**config.mk**
```make
export PLATFORM = sky130hd
export DESIGN_NAME = tks_ctrl
export DESIGN_NICKNAME = d
export VERILOG_FILES = /design/src/rtl/core/matrix_top_k_selector_assert.svh /design/src/rtl/core/tks_pkg.sv /design/src/rtl/core/tks_ctrl.sv
export SDC_FILE = /design/constraint.sdc
export NUM_CORES = 1
export LEC_CHECK = 0
export ABC_AREA = 1
export BUFFER_PORTS_ARGS = -buffer_cell sky130_fd_sc_hd__buf_2
export CORE_MARGIN = 8
export CORE_UTILIZATION = 50
export CTS_BUF_LIST = sky130_fd_sc_hd__clkbuf_16
export CTS_CLUSTER_SIZE = 16
export DETAILED_ROUTE_END_ITERATION = 12
export HOLD_SLACK_MARGIN = 0.12
export PLACE_DENSITY = 0.84
export SYNTH_ARGS = -nofsm -noshare
export SYNTH_HDL_FRONTEND = slang
export SYNTH_SLANG_ARGS = --single-unit
```
**constraint.sdc**
```tcl
create_clock -name clk -period 4.5 [get_ports clk]
set_input_delay 0.45 -clock clk [delete_from_list [all_inputs] [get_ports clk]]
set_output_delay 0.45 -clock clk [all_outputs]
set_load 0.05 [all_outputs]
```
**src/rtl/core/matrix_top_k_selector_assert.svh**
```systemverilog
// assertion macros used by the top-k selector chain
`ifndef MATRIX_TOP_K_SELECTOR_ASSERT_SVH
`define MATRIX_TOP_K_SELECTOR_ASSERT_SVH

// same-cycle implication, disabled while in reset
`define TKS_ASSERT_IMP(label, c, r, ante, cons) \
    label: assert property (@(posedge c) disable iff (!r) (ante) |-> (cons)) \
        else $error("top-k selector: implication failed");

// next-cycle implication, disabled while in reset
`define TKS_ASSERT_NXT(label, c, r, ante, cons) \
    label: assert property (@(posedge c) disable iff (!r) (ante) |=> (cons)) \
        else $error("top-k selector: next-cycle check failed");

`endif

```
**src/rtl/core/tks_pkg.sv**
```systemverilog
// types and constants shared by the top-k selector modules
package tks_pkg;

    localparam int VAL_W = 16;
    localparam int IDX_W = 7;
    localparam int CNT_W = 6;
    localparam int LIM_W = 7;

    localparam logic [CNT_W-1:0] TOP_COUNT_RST = 6'd50;

    typedef struct packed {
        logic [VAL_W-1:0] value;
        logic [IDX_W-1:0] row;
        logic [IDX_W-1:0] col;
    } entry_t;

    typedef struct packed {
        logic ins;
        logic shift;
        logic clr;
    } chain_ctrl_t;

    typedef enum logic {
        ST_IDLE,
        ST_DRAIN
    } state_t;

endpackage

```
**src/rtl/core/tks_ctrl.sv**
```systemverilog
// insert/drain sequencer and result output register
module tks_ctrl
#(
    parameter int TOP_K = 50
)
(
    input  logic                      clk,
    input  logic                      rst_n,
    input  logic                      in_valid,
    output logic                      in_stall,
    input  logic                      last_entry,
    input  logic [tks_pkg::CNT_W-1:0] top_count,
    input  tks_pkg::entry_t           head_entry,
    input  logic                      head_valid,
    input  logic                      second_valid,
    output tks_pkg::chain_ctrl_t      ctrl,
    output logic                      out_valid,
    input  logic                      out_stall,
    output logic [tks_pkg::CNT_W-1:0] rank,
    output tks_pkg::entry_t           out_entry,
    output logic                      last_result
);
    import tks_pkg::*;

    state_t            state_reg;
    state_t            state_next;
    logic [LIM_W-1:0]  count_reg;
    logic [LIM_W-1:0]  count_next;
    logic              out_valid_reg;
    logic              out_valid_next;
    entry_t            out_entry_reg;
    logic [CNT_W-1:0]  rank_reg;
    logic              last_reg;

    logic [LIM_W-1:0]  limit;
    logic              accept;
    logic              can_load;
    logic              emit;
    logic              final_one;
    logic              drain_done;

    assign limit = ({1'b0, top_count} > LIM_W'(TOP_K)) ? LIM_W'(TOP_K) : {1'b0, top_count};
    assign accept     = in_valid && (state_reg == ST_IDLE);
    assign can_load   = !out_valid_reg || !out_stall;
    assign emit       = (state_reg == ST_DRAIN) && can_load && head_valid && (count_reg < limit);
    assign final_one  = (LIM_W'(count_reg + 1'b1) >= limit) || !second_valid;
    // zero count or nothing left to send
    assign drain_done = (state_reg == ST_DRAIN) && (!head_valid || (count_reg >= limit));

    always_comb
    begin
        state_next = state_reg;
        unique case (state_reg)
            ST_IDLE:
            begin
                if (accept && last_entry)
                begin
                    state_next = ST_DRAIN;
                end
            end
            ST_DRAIN:
            begin
                if (drain_done || (emit && final_one))
                begin
                    state_next = ST_IDLE;
                end
            end
            default:
            begin
                state_next = ST_IDLE;
            end
        endcase
    end

    always_comb
    begin
        ctrl       = '0;
        in_stall   = 1'b1;
        count_next = count_reg;
        unique case (state_reg)
            ST_IDLE:
            begin
                in_stall   = 1'b0;
                ctrl.ins   = accept;
                count_next = '0;
            end
            ST_DRAIN:
            begin
                ctrl.shift = emit;
                ctrl.clr   = drain_done || (emit && final_one);
                if (emit)
                begin
                    count_next = LIM_W'(count_reg + 1'b1);
                end
            end
            default:
            begin
                in_stall = 1'b1;
            end
        endcase
    end

    always_comb
    begin
        out_valid_next = out_valid_reg;
        if (emit)
        begin
            out_valid_next = 1'b1;
        end
        else if (!out_stall)
        begin
            out_valid_next = 1'b0;
        end
    end

    always_ff @(posedge clk or negedge rst_n)
    begin
        if (!rst_n)
        begin
            state_reg     <= ST_IDLE;
            count_reg     <= '0;
            out_valid_reg <= 1'b0;
        end
        else
        begin
            state_reg     <= state_next;
            count_reg     <= count_next;
            out_valid_reg <= out_valid_next;
        end
    end

    always_ff @(posedge clk)
    begin
        if (emit)
        begin
            out_entry_reg <= head_entry;
            rank_reg      <= count_reg[CNT_W-1:0];
            last_reg      <= final_one;
        end
    end

    assign out_valid   = out_valid_reg;
    assign out_entry   = out_entry_reg;
    assign rank        = rank_reg;
    assign last_result = last_reg;

endmodule

```
Yosys cells after proc, flatten, opt, wreduce, memory -nomap -nowiden. Cells that the tools add are included.

Output and inout bits: 42. Bits in registers: 46.

Muxes and demuxes: 11. $lt $le $gt $ge: 4. $add $sub $neg: 1. Eq/ne operators: 2. Bitwise gates (word level): 1. Reduce and logical (&&, ||, !) cells: 15.

Operators by type and width (number): greater-or-equal comparator 7 x 6 -> 1 bit (2); one-hot mux 7 bit (2 select lines) (1); adder 7 x 1 -> 7 bit (second input constant) (1); logical AND 1 bit (7); < comparator 7 x 6 -> 1 bit (1); two-way mux 7 bit (1); greater-than comparator 6 bit (second input constant) (1); two-way mux 1 bit (6); two-way mux 6 bit (1); logical NOT 1 bit (4); logical OR 1 bit (4); inequality test 2 x 1 -> 1 bit (second input constant) (2); two-way mux 2 bit (1); one-hot mux 1 bit (2 select lines) (1); NOT 1 bit (1).

Depth between registers and ports, before layout. Gate-level depths: netlist of run 1.

Depth after elaboration: 9. Depth in mapped cells: 17. Depth with buffers taken out: 17.

Worst setup path before layout of run 1. Ideal clock, no wire load.

Path kind: input -> output. Start: input top_count[0] in the netlist's numbering. End: output ctrl[0] in the netlist's numbering. Buffers on the path: 0. Slack: 1.401 ns. Arrival time: 2.649 ns. Cell stages on the path: 11. Required time: 4.050 ns. Cells stage by stage: a211o_1 nand3_1 nand2_1 ha_1 a21oi_1 o21ai_0 nand2_1 nand3_2 nor2_4 nand2_1 nand2_2.

RTL lines: start: declaration (line tks_ctrl.sv:12) `input logic [tks_pkg::CNT_W-1:0] top_count,`; end: declaration (line tks_ctrl.sv:16) `output tks_pkg::chain_ctrl_t ctrl,`.

==> results of run 1 <==
==> per-stage QoR <==
stage          std cells  area [um2]
2_1_floorplan        154        1960
3_3_place_gp         286        2440
3_5_place_dp         286        2440
4_1_cts              295        2640
5_1_grt              295        2640
6_report             295        2640
==> final cells by class <==
| type | instances | area [um2] | share of cell area |
|---|---|---|---|
| flip-flops and latches | 46 | 1340 | 0.506 |
| clock buffers | 5 | 125 | 0.0474 |
| well taps | 48 | 60.1 | 0.0227 |
| clock inverters | 3 | 63.8 | 0.0242 |
| repair buffers | 86 | 438 | 0.166 |
| inverters | 19 | 73.8 | 0.0279 |
| multi-input cells | 88 | 544 | 0.206 |
==> cell families after synthesis <==
family	Yosys count	synth area share
AO/OA/AOI/OAI	13	0.0459
XOR/XNOR	3	0.0134
adder cells (fa/ha/maj)	12	0.0765
flip-flops	46	0.681
buffers and inverters	20	0.0415
AND/OR/NAND/NOR	60	0.142
==> worst max path at each step <==
stage	startpoint	endpoint
floorplan	top_count[0]	ctrl[0]
global placement	top_count[0]	count_reg[0]
detailed placement	top_count[0]	count_reg[3]
CTS	count_reg[2]	ctrl[0]
global route	top_count[0]	ctrl[0]
finish	count_reg[2]	ctrl[0]
==> cells in the mapped netlist (2+ instances only) <==
cell | number | area (um2)
nand2_2 | 2 | 12.5
ha_1 | 12 | 150
o21ai_0 | 3 | 15.0
edfxtp_1 | 37 | 1110
xor2_1 | 3 | 26.3
a21oi_1 | 3 | 15.0
nand2_1 | 34 | 128
nor2_1 | 8 | 30.0
o21ai_2 | 4 | 35.0
inv_1 | 17 | 63.8
nand3_1 | 9 | 45.0
dfrtp_1 | 9 | 225
==> repair_timing <==
item,4_1_cts,5_1_grt
gates resized for setup,0,0
hold buffers,1,0
endpoints found under the setup margin,0,0
endpoints found under the hold margin,9,0
==> worst max-delay path: stages (launching register included) <==
cell and delay (ns):
dfrtp_1 0.49, nand3_1 0.16, nor3_1 0.26, xor2_1 0.15, ha_1 0.30, a21boi_0 0.16, nand2_1 0.07, nand2_1 0.07
nand2_1 0.06, nand2_2 0.06, buf_2 0.26
==> layout by cell type, fill, tap and decap left out, types with 2 or more instances in the layout <==
master	instances
a21oi_1	3
buf_2	84
bufinv_16	2
clkbuf_16	5
dfrtp_1	9
edfxtp_1	37
ha_1	12
inv_1	17
nand2_1	34
nand2_2	2
nand3_1	9
nor2_1	8
o21ai_0	3
o21ai_2	4
xor2_1	3
==> metal layers <==
layer / share of wire / GRT usage / vias to the layer above
li1: - / - / 706
met2: 0.47 / 0.249 / 76
met4: 0.012 / 0.0593 / 0
met1: 0.41 / 0.178 / 671
met3: 0.11 / 0.0604 / 5
met5: 0 / 0 / -
==> power breakdown <==
part	leakage [nW]	internal, mW	switching, mW	total (mW)
clock network	0.0915	0.316	0.144	0.460
registers	0.466	0.553	0.0419	0.595
logic	0.716	0.104	0.388	0.492
==> flow_metrics.tcl, run 1 <==
set metrics [dict create \
    p_leak_nw 1.27 \
    ant_nets 0 \
    hpwl_um 3580 \
    dr_total_vias 1458 \
    final_util 0.711 \
    period_share 0.618 \
    drtIter0Drc 74 \
    r2r-end "count_reg[5]" \
    place_congestion 0.797 \
    n_fill_cell 249 \
    clk_latency_ns 0.29 \
    max_cap_viol_count 0 \
    ys.flop_type "edfxtp_1" \
    ys_seq_elements 46 \
    worstPathMaxFanout 7 \
    cts_buffers 5 \
    fmax_ghz 0.360 \
    grt_pass1_wl_um 7270 \
    min_period_ns 2.78 \
    via_per_inst 4.94 \
    core_area_um2 3720 \
    synthArstFlopShare 0.196 \
    rrSetupSlack_ns 2.29 \
    cts_max_path_buffers 2 \
    drive_gt1_frac 0.429 \
    worstHoldStart "head_entry[3]" \
    syn_area_um2 1960 \
    maxSlewHeadroom 0.652 \
    r2r_cells 10 \
    cp.arrival_ns 2.33 \
    h-tree-depth 2 \
    die-area_um2 6180 \
    holdWs_ns 0.334 \
    wl_per_cell_um 16.2 \
    cts_tree "done" \
    worst-setup-path-type "reg2out" \
    report.final.slew_viol_count 0 \
    drt-total-wl_um 4790 \
    grtUsageTotal 0.153 \
    yosysSeqAreaShare 0.681 \
    outcome "finished, final reports clean" \
    cp-end-kind "output pin" \
    dp_slack_ns 1.72 \
    rows 22 \
    yosysWarnings 0 \
    remaining_drc_errors 0 \
    hold_class "in2reg" \
    synth_edf_count 37 \
    die_h_um 78.6 \
    clockRootBuffer "clkbuf_16" \
    syn2layout_area_growth_pct 34.6 \
    die_w_um 78.6 \
    cts_sinks 46 \
    postSynthAreaPerCell_um2 12.7 \
    cts_setup_buffers 0 \
    reg2reg_from "count_reg[2]" \
    vdd_drop_max_mv 0.229 \
    grt_max_degree 44 \
    hold_end "out_entry[3]" \
    finalPower_mw 1.55 \
    syn_inst 154 \
    rsz0062_at_grt "no" \
    portBuffers 84 \
    required_ns 4.05 \
    finalSetupTns_ns 0 \
    io_pins 85 \
    firstDrtPassIters 4 \
    start_kind "register" \
    clk_pin_slew_worst_paths_ns 0.07 \
    hold_viol 0 \
    grt_antenna_before_repair 0 \
    grt_pass1_vias 1410 \
    setup_slack_ns 1.72 \
    grt_overflow 0 \
    start_util 0.528 \
    largest_reg_flops 30 \
    synth_nets 209 \
    power-per-cell-area_nw_per_um2 586 \
    ys_types 25 \
    finalSetupViolCount 0 \
    insertedDiodeCount 0 \
    nNetsFinal 301 \
    clock_skew_ns 0.00858 \
    worst_pin_slew_ns 0.522 \
    hold_path_depth 1 \
]
Note: power is estimated with default switching activity, not from simulation.
==> run 2, diff against run 1 <==
--- a/config.mk
+++ b/config.mk
@@ -8,12 +8,12 @@
 export ABC_AREA = 1
 export BUFFER_PORTS_ARGS = -buffer_cell sky130_fd_sc_hd__buf_2
 export CORE_MARGIN = 8
-export CORE_UTILIZATION = 50
+export CORE_UTILIZATION = 42
 export CTS_BUF_LIST = sky130_fd_sc_hd__clkbuf_16
 export CTS_CLUSTER_SIZE = 16
 export DETAILED_ROUTE_END_ITERATION = 12
 export HOLD_SLACK_MARGIN = 0.12
-export PLACE_DENSITY = 0.84
+export PLACE_DENSITY = 0.75
 export SYNTH_ARGS = -nofsm -noshare
 export SYNTH_HDL_FRONTEND = slang
 export SYNTH_SLANG_ARGS = --single-unit
==> constraint.sdc (replaced) <==
create_clock -name clk -period 2.4 [get_ports clk]
set_input_delay 0.24 -clock clk [delete_from_list [all_inputs] [get_ports clk]]
set_output_delay 0.24 -clock clk [all_outputs]
set_load 0.05 [all_outputs]
==> flow_metrics.tcl, run 2 (synthesized netlist as in run 1, its figures left out) <==
set metrics [dict create \
    outcome "finished, final reports clean" \
    cts_sinks 46 \
    reg2reg_from "count_reg[2]" \
    switching_share 0.382 \
    worst_pin_slew_ns 0.405 \
    hold_class "in2reg" \
    cp.arrival_ns 2.03 \
    clockRootBuffer "clkbuf_16" \
    maxSlewHeadroom 0.730 \
    cp-end-kind "output pin" \
    drive_gt1_frac 0.506 \
    ant_nets 0 \
    cts_buffers 5 \
    setup_slack_ns 0.130 \
    worstHoldStart "head_entry[20]" \
    dr_total_vias 1450 \
    via_per_inst 4.75 \
    final_cell_mix "83 x buf_2, 37 x edfxtp_1, 31 x nand2_1" \
    dp_cells 294 \
    highest_layer "met4" \
    power-per-cell-area_nw_per_um2 1030 \
    die_h_um 84.3 \
    grt_max_degree 44 \
    p_int_mw 1.77 \
    place_area_um2 2510 \
    fmax_ghz 0.441 \
    vdd_drop_max_mv 0.467 \
    drtIter0Drc 60 \
    largest_reg_flops 30 \
    rsz0062_at_grt "no" \
    wl_per_cell_um 14.8 \
    clk_latency_ns 0.28 \
    period_share 0.946 \
    grt_overflow 0 \
    min_period_ns 2.27 \
    start_util 0.427 \
    insertedDiodeCount 0 \
    max_cap_viol_count 0 \
    place_congestion 0.748 \
    final_area_um2 2770 \
    grt_pass1_wl_um 7260 \
    report.final.slew_viol_count 0 \
    portBuffers 84 \
    io_pins 85 \
    n_fill_cell 366 \
    wl_met3_um 523 \
    routedLengthMet1_um 1950 \
    die_w_um 84.3 \
    hold_viol 0 \
    firstDrtPassIters 6 \
    core_area_um2 4600 \
    final_common_cell "buf_2" \
    clk_pin_slew_worst_paths_ns 0.06 \
    p_comb_frac 0.348 \
    rows 25 \
    worstPathMaxFanout 4 \
    remaining_drc_errors 0 \
    start_kind "register" \
    p_seq_frac 0.389 \
    clock_skew_ns 0.00335 \
    cts_tree "done" \
    die-area_um2 7110 \
    nNetsFinal 305 \
    grtUsageTotal 0.127 \
    finalSetupViolCount 0 \
    grt_pass1_vias 1456 \
    final_util 0.602 \
    required_ns 2.16 \
    clock_power_share 0.263 \
    dr_wl_met2_um 1970 \
    holdWs_ns 0.132 \
    drt-total-wl_um 4530 \
    grt_antenna_before_repair 0 \
    cp-startpoint "count_reg[1]" \
    power.switching_mw 1.09 \
    final_cells 305 \
    dp_slack_ns 0.0425 \
    syn2layout_area_growth_pct 41.0 \
    hpwl_um 3600 \
    p_leak_nw 1.30 \
    cts_max_path_buffers 2 \
    h-tree-depth 2 \
    worst-setup-path-type "reg2out" \
]
==> run 2: changes by cell type in the layout (fill, tap and decap cells not counted), moves of 3 or more <==
cell / previous run / this run
buf_4: 1 / 4
dfrtp_1: 9 / 6
dfrtp_2: 0 / 3
nand2_1: 34 / 31
nand3_1: 9 / 6
==> run 2: power by group through the flow <==
stage | sequential [mW] | clock [mW] | combinational (mW)
after floorplan | 1.52 | 0 | 0.317
after global placement | 1.12 | 0 | 0.945
after detailed placement | 1.12 | 0 | 0.957
after CTS | 1.11 | 0.767 | 0.967
after global routing | 1.13 | 0.799 | 1.06
final | 1.11 | 0.753 | 0.995
==> run 2: worst max-delay path, cell delays in order (launching register included) <==
cell and delay (ns):
dfrtp_2 0.43, nand3_4 0.10, nor3_4 0.22, xor2_2 0.19, ha_1 0.25, a21boi_0 0.12, nand2_1 0.09, nand2_2 0.06
nand2_2 0.08, nand2_4 0.06, buf_8 0.15
==> run 2: worst paths after layout <==
kind / endpoint / slack, ns / cells past startpoint
worst max-delay path: ctrl[0] / 0.13 / 10
worst min-delay path: out_entry[20] / 0.13 / 1
worst max register to register: count_reg[0] / 0.42 / 11
worst min register to register: out_valid / 0.51 / 2
max in group asynchronous: count_reg[0] / 1.86 / 2
min in group asynchronous: count_reg[6] / 0.34 / 2
==> run 2: cell type report <==
class | count | area (um2) | share of cell area
sequential | 46 | 1340 | 0.484
multi-input combinational | 88 | 628 | 0.227
timing repair buffer | 90 | 490 | 0.177
clock buffer | 5 | 125 | 0.0452
inverter | 19 | 73.8 | 0.0267
tap | 54 | 67.6 | 0.0244
clock inverter | 3 | 41.3 | 0.0149
==> run 2: what timing repair did <==
item	4_1_cts	5_1_grt
hold buffers	1	0
resized for setup	3	13
buffers inserted	0	2
hold endpoints to repair	9	0
setup endpoints to repair	1	1
cloned	0	0
pin swaps	0	2
==> run 2: metrics by stage <==
step | total power [mW] | setup TNS, ns
after floorplan | 1.83 | -0.275
after global placement | 2.07 | 0
after detailed placement | 2.08 | 0
after CTS | 2.84 | 0
after global routing | 2.99 | 0
final | 2.86 | 0
==> run 2: layer usage <==
layer | GRT usage | up-vias
met5 | 0 | -
li1 | - | 715
met4 | 0.0556 | 0
met1 | 0.152 | 654
met2 | 0.192 | 73
met3 | 0.0591 | 8
==> run 3, diff against run 2 <==
--- a/config.mk
+++ b/config.mk
@@ -7,13 +7,14 @@
 export LEC_CHECK = 0
 export ABC_AREA = 1
 export BUFFER_PORTS_ARGS = -buffer_cell sky130_fd_sc_hd__buf_2
+export CAP_MARGIN = 10
 export CORE_MARGIN = 8
-export CORE_UTILIZATION = 42
-export CTS_BUF_LIST = sky130_fd_sc_hd__clkbuf_16
+export CORE_UTILIZATION = 44
+export CTS_BUF_LIST = sky130_fd_sc_hd__clkbuf_4
 export CTS_CLUSTER_SIZE = 16
 export DETAILED_ROUTE_END_ITERATION = 12
 export HOLD_SLACK_MARGIN = 0.12
-export PLACE_DENSITY = 0.75
+export PLACE_DENSITY = 0.78
 export SYNTH_ARGS = -nofsm -noshare
 export SYNTH_HDL_FRONTEND = slang
 export SYNTH_SLANG_ARGS = --single-unit
==> flow_metrics.tcl, run 3 (synthesized netlist as in run 1, its figures left out) <==
set metrics [dict create \
    outcome "finished, final reports clean" \
    die-area_um2 6850 \
    place_congestion 0.751 \
    critPathSlowestCell "dfrtp_1" \
    worst_pin_slew_ns 0.400 \
    max_cap_viol_count 0 \
    firstDrtPassIters 4 \
    final_cell_mix "83 x buf_2, 37 x edfxtp_1, 34 x dlygate4sd3_1" \
    finalPower_mw 2.60 \
    via_per_inst 4.70 \
    clk_pin_slew_worst_paths_ns 0.14 \
    drtIter0Drc 93 \
    cp.arrival_ns 2.11 \
    crit_path_cell_trace "nand3_1 -> nor3_2 -> xor2_1 -> ha_1 -> a21boi_0 -> nand2_1 -> nand2_1 -> nand2_2 -> nand2_4 -> buf_6" \
    p_leak_nw 1.42 \
    die_w_um 82.8 \
    rows 24 \
    required_ns 2.16 \
    maxSlewHeadroom 0.733 \
    grt_pass1_wl_um 8110 \
    hold_class "in2async" \
    core_area_um2 4320 \
    h-tree-depth 2 \
    cp-end-kind "output pin" \
    portBuffers 84 \
    die_h_um 82.8 \
    grt_pass1_vias 1679 \
    finalSetupViolCount 0 \
    nNetsFinal 344 \
    largest_reg_flops 30 \
    hpwl_um 3800 \
    cpPeakStageDelay_ns 0.41 \
    critPathBufInv 1 \
    syn2layout_area_growth_pct 53.3 \
    report.final.slew_viol_count 0 \
    cts_buffers 5 \
    drt-total-wl_um 5370 \
    io_pins 85 \
    fmax_ghz 0.425 \
    cts_max_path_buffers 2 \
    cp_common_cell "nand2_1" \
    final_common_cell "buf_2" \
    final_area_um2 3010 \
    power-per-cell-area_nw_per_um2 866 \
    insertedDiodeCount 0 \
    ant_nets 0 \
    clockRootBuffer "clkbuf_4" \
    place_area_um2 2510 \
    period_share 0.980 \
    clk_latency_ns 0.36 \
    rsz0062_at_grt "yes" \
    grt_max_degree 44 \
    vdd_drop_max_mv 0.499 \
    drive_gt1_frac 0.441 \
    hold_viol 0 \
    worstPathMaxFanout 4 \
    grt_overflow 0 \
    grt_antenna_before_repair 0 \
    grtUsageTotal 0.156 \
    wl_per_cell_um 15.7 \
    cts_tree "done" \
    min_period_ns 2.35 \
    worst-setup-path-type "reg2out" \
    crit_family "simple AND/OR/NAND/NOR gates" \
    remaining_drc_errors 0 \
    start_util 0.454 \
    clock_skew_ns 0.0223 \
    dr_total_vias 1608 \
    cts_sinks 46 \
    start_kind "register" \
]
-- run 3: timing repair --
item                                    4_1_cts  5_1_grt
setup buffers                                 7        1
endpoints found under the hold margin        41        0
pin swaps                                     1        0
gates cloned                                  0        0
gates resized for setup                       5        2
endpoints found under the setup margin        1        1
hold buffers                                 34        0
-- run 3: routing by layer --
layer / track usage / part of all wire
met1: 0.180 / 0.41
met2: 0.267 / 0.45
met3: 0.0485 / 0.13
met4: 0.0569 / 0.014
met5: 0 / 0
-- run 3: worst register-to-register path, stage by stage (launching register included) --
cell     delay (ns)
dfrtp_1        0.39
buf_4          0.17
ha_4           0.25
a21oi_1        0.13
o21ai_1        0.07
nand2_1        0.08
nand3_2        0.10
nor2_4         0.16
buf_12         0.25
inv_4          0.11
nand2_4        0.10
o21ai_2        0.05
-- run 3: final timing paths --
| path | from | end | slack [ns] | depth (start not counted) |
|---|---|---|---|---|
| max in group asynchronous | rst_n | count_reg[0] | 1.96 | 2 |
| min in group clk | head_valid | state_reg | 0.26 | 5 |
| max reg2reg | count_reg[2] | count_reg[0] | 0.45 | 11 |
| min | rst_n | state_reg | 0.23 | 2 |
| min reg2reg | count_reg[1] | rank[1] | 0.53 | 0 |
| max | count_reg[1] | ctrl[0] | 0.05 | 10 |
-- run 3: power by group --
group	switching (mW)	leakage (nW)	internal (mW)
Sequential	0.0751	0.464	1.03
Combinational	0.760	0.913	0.276
Clock	0.230	0.0419	0.231
-- run 3: per-stage QoR --
stage / cells / util / setup slack (ns) / hold WS (ns) / setup TNS, ns
2_1_floorplan: 154 / - / -0.164 / -0.0556 / -0.275
3_3_place_gp: 292 / 0.580 / 0.0994 / 0.0988 / 0
3_5_place_dp: 292 / 0.580 / 0.0522 / 0.102 / 0
4_1_cts: 341 / 0.693 / 0.00716 / 0.234 / 0
5_1_grt: 342 / 0.696 / -0.153 / 0.245 / -0.153
6_report: 342 / 0.696 / 0.0488 / 0.234 / 0
-- run 3: layout make-up --
| cell class | instances | area [um2] |
|---|---|---|
| tap | 52 | 65.1 |
| clock buffer | 6 | 45.0 |
| clock inverter | 2 | 37.5 |
| fill | 301 | 1320 |
| timing repair buffer | 129 | 862 |
| multi-input combinational | 88 | 587 |
| inverter | 19 | 73.8 |
| sequential | 46 | 1340 |
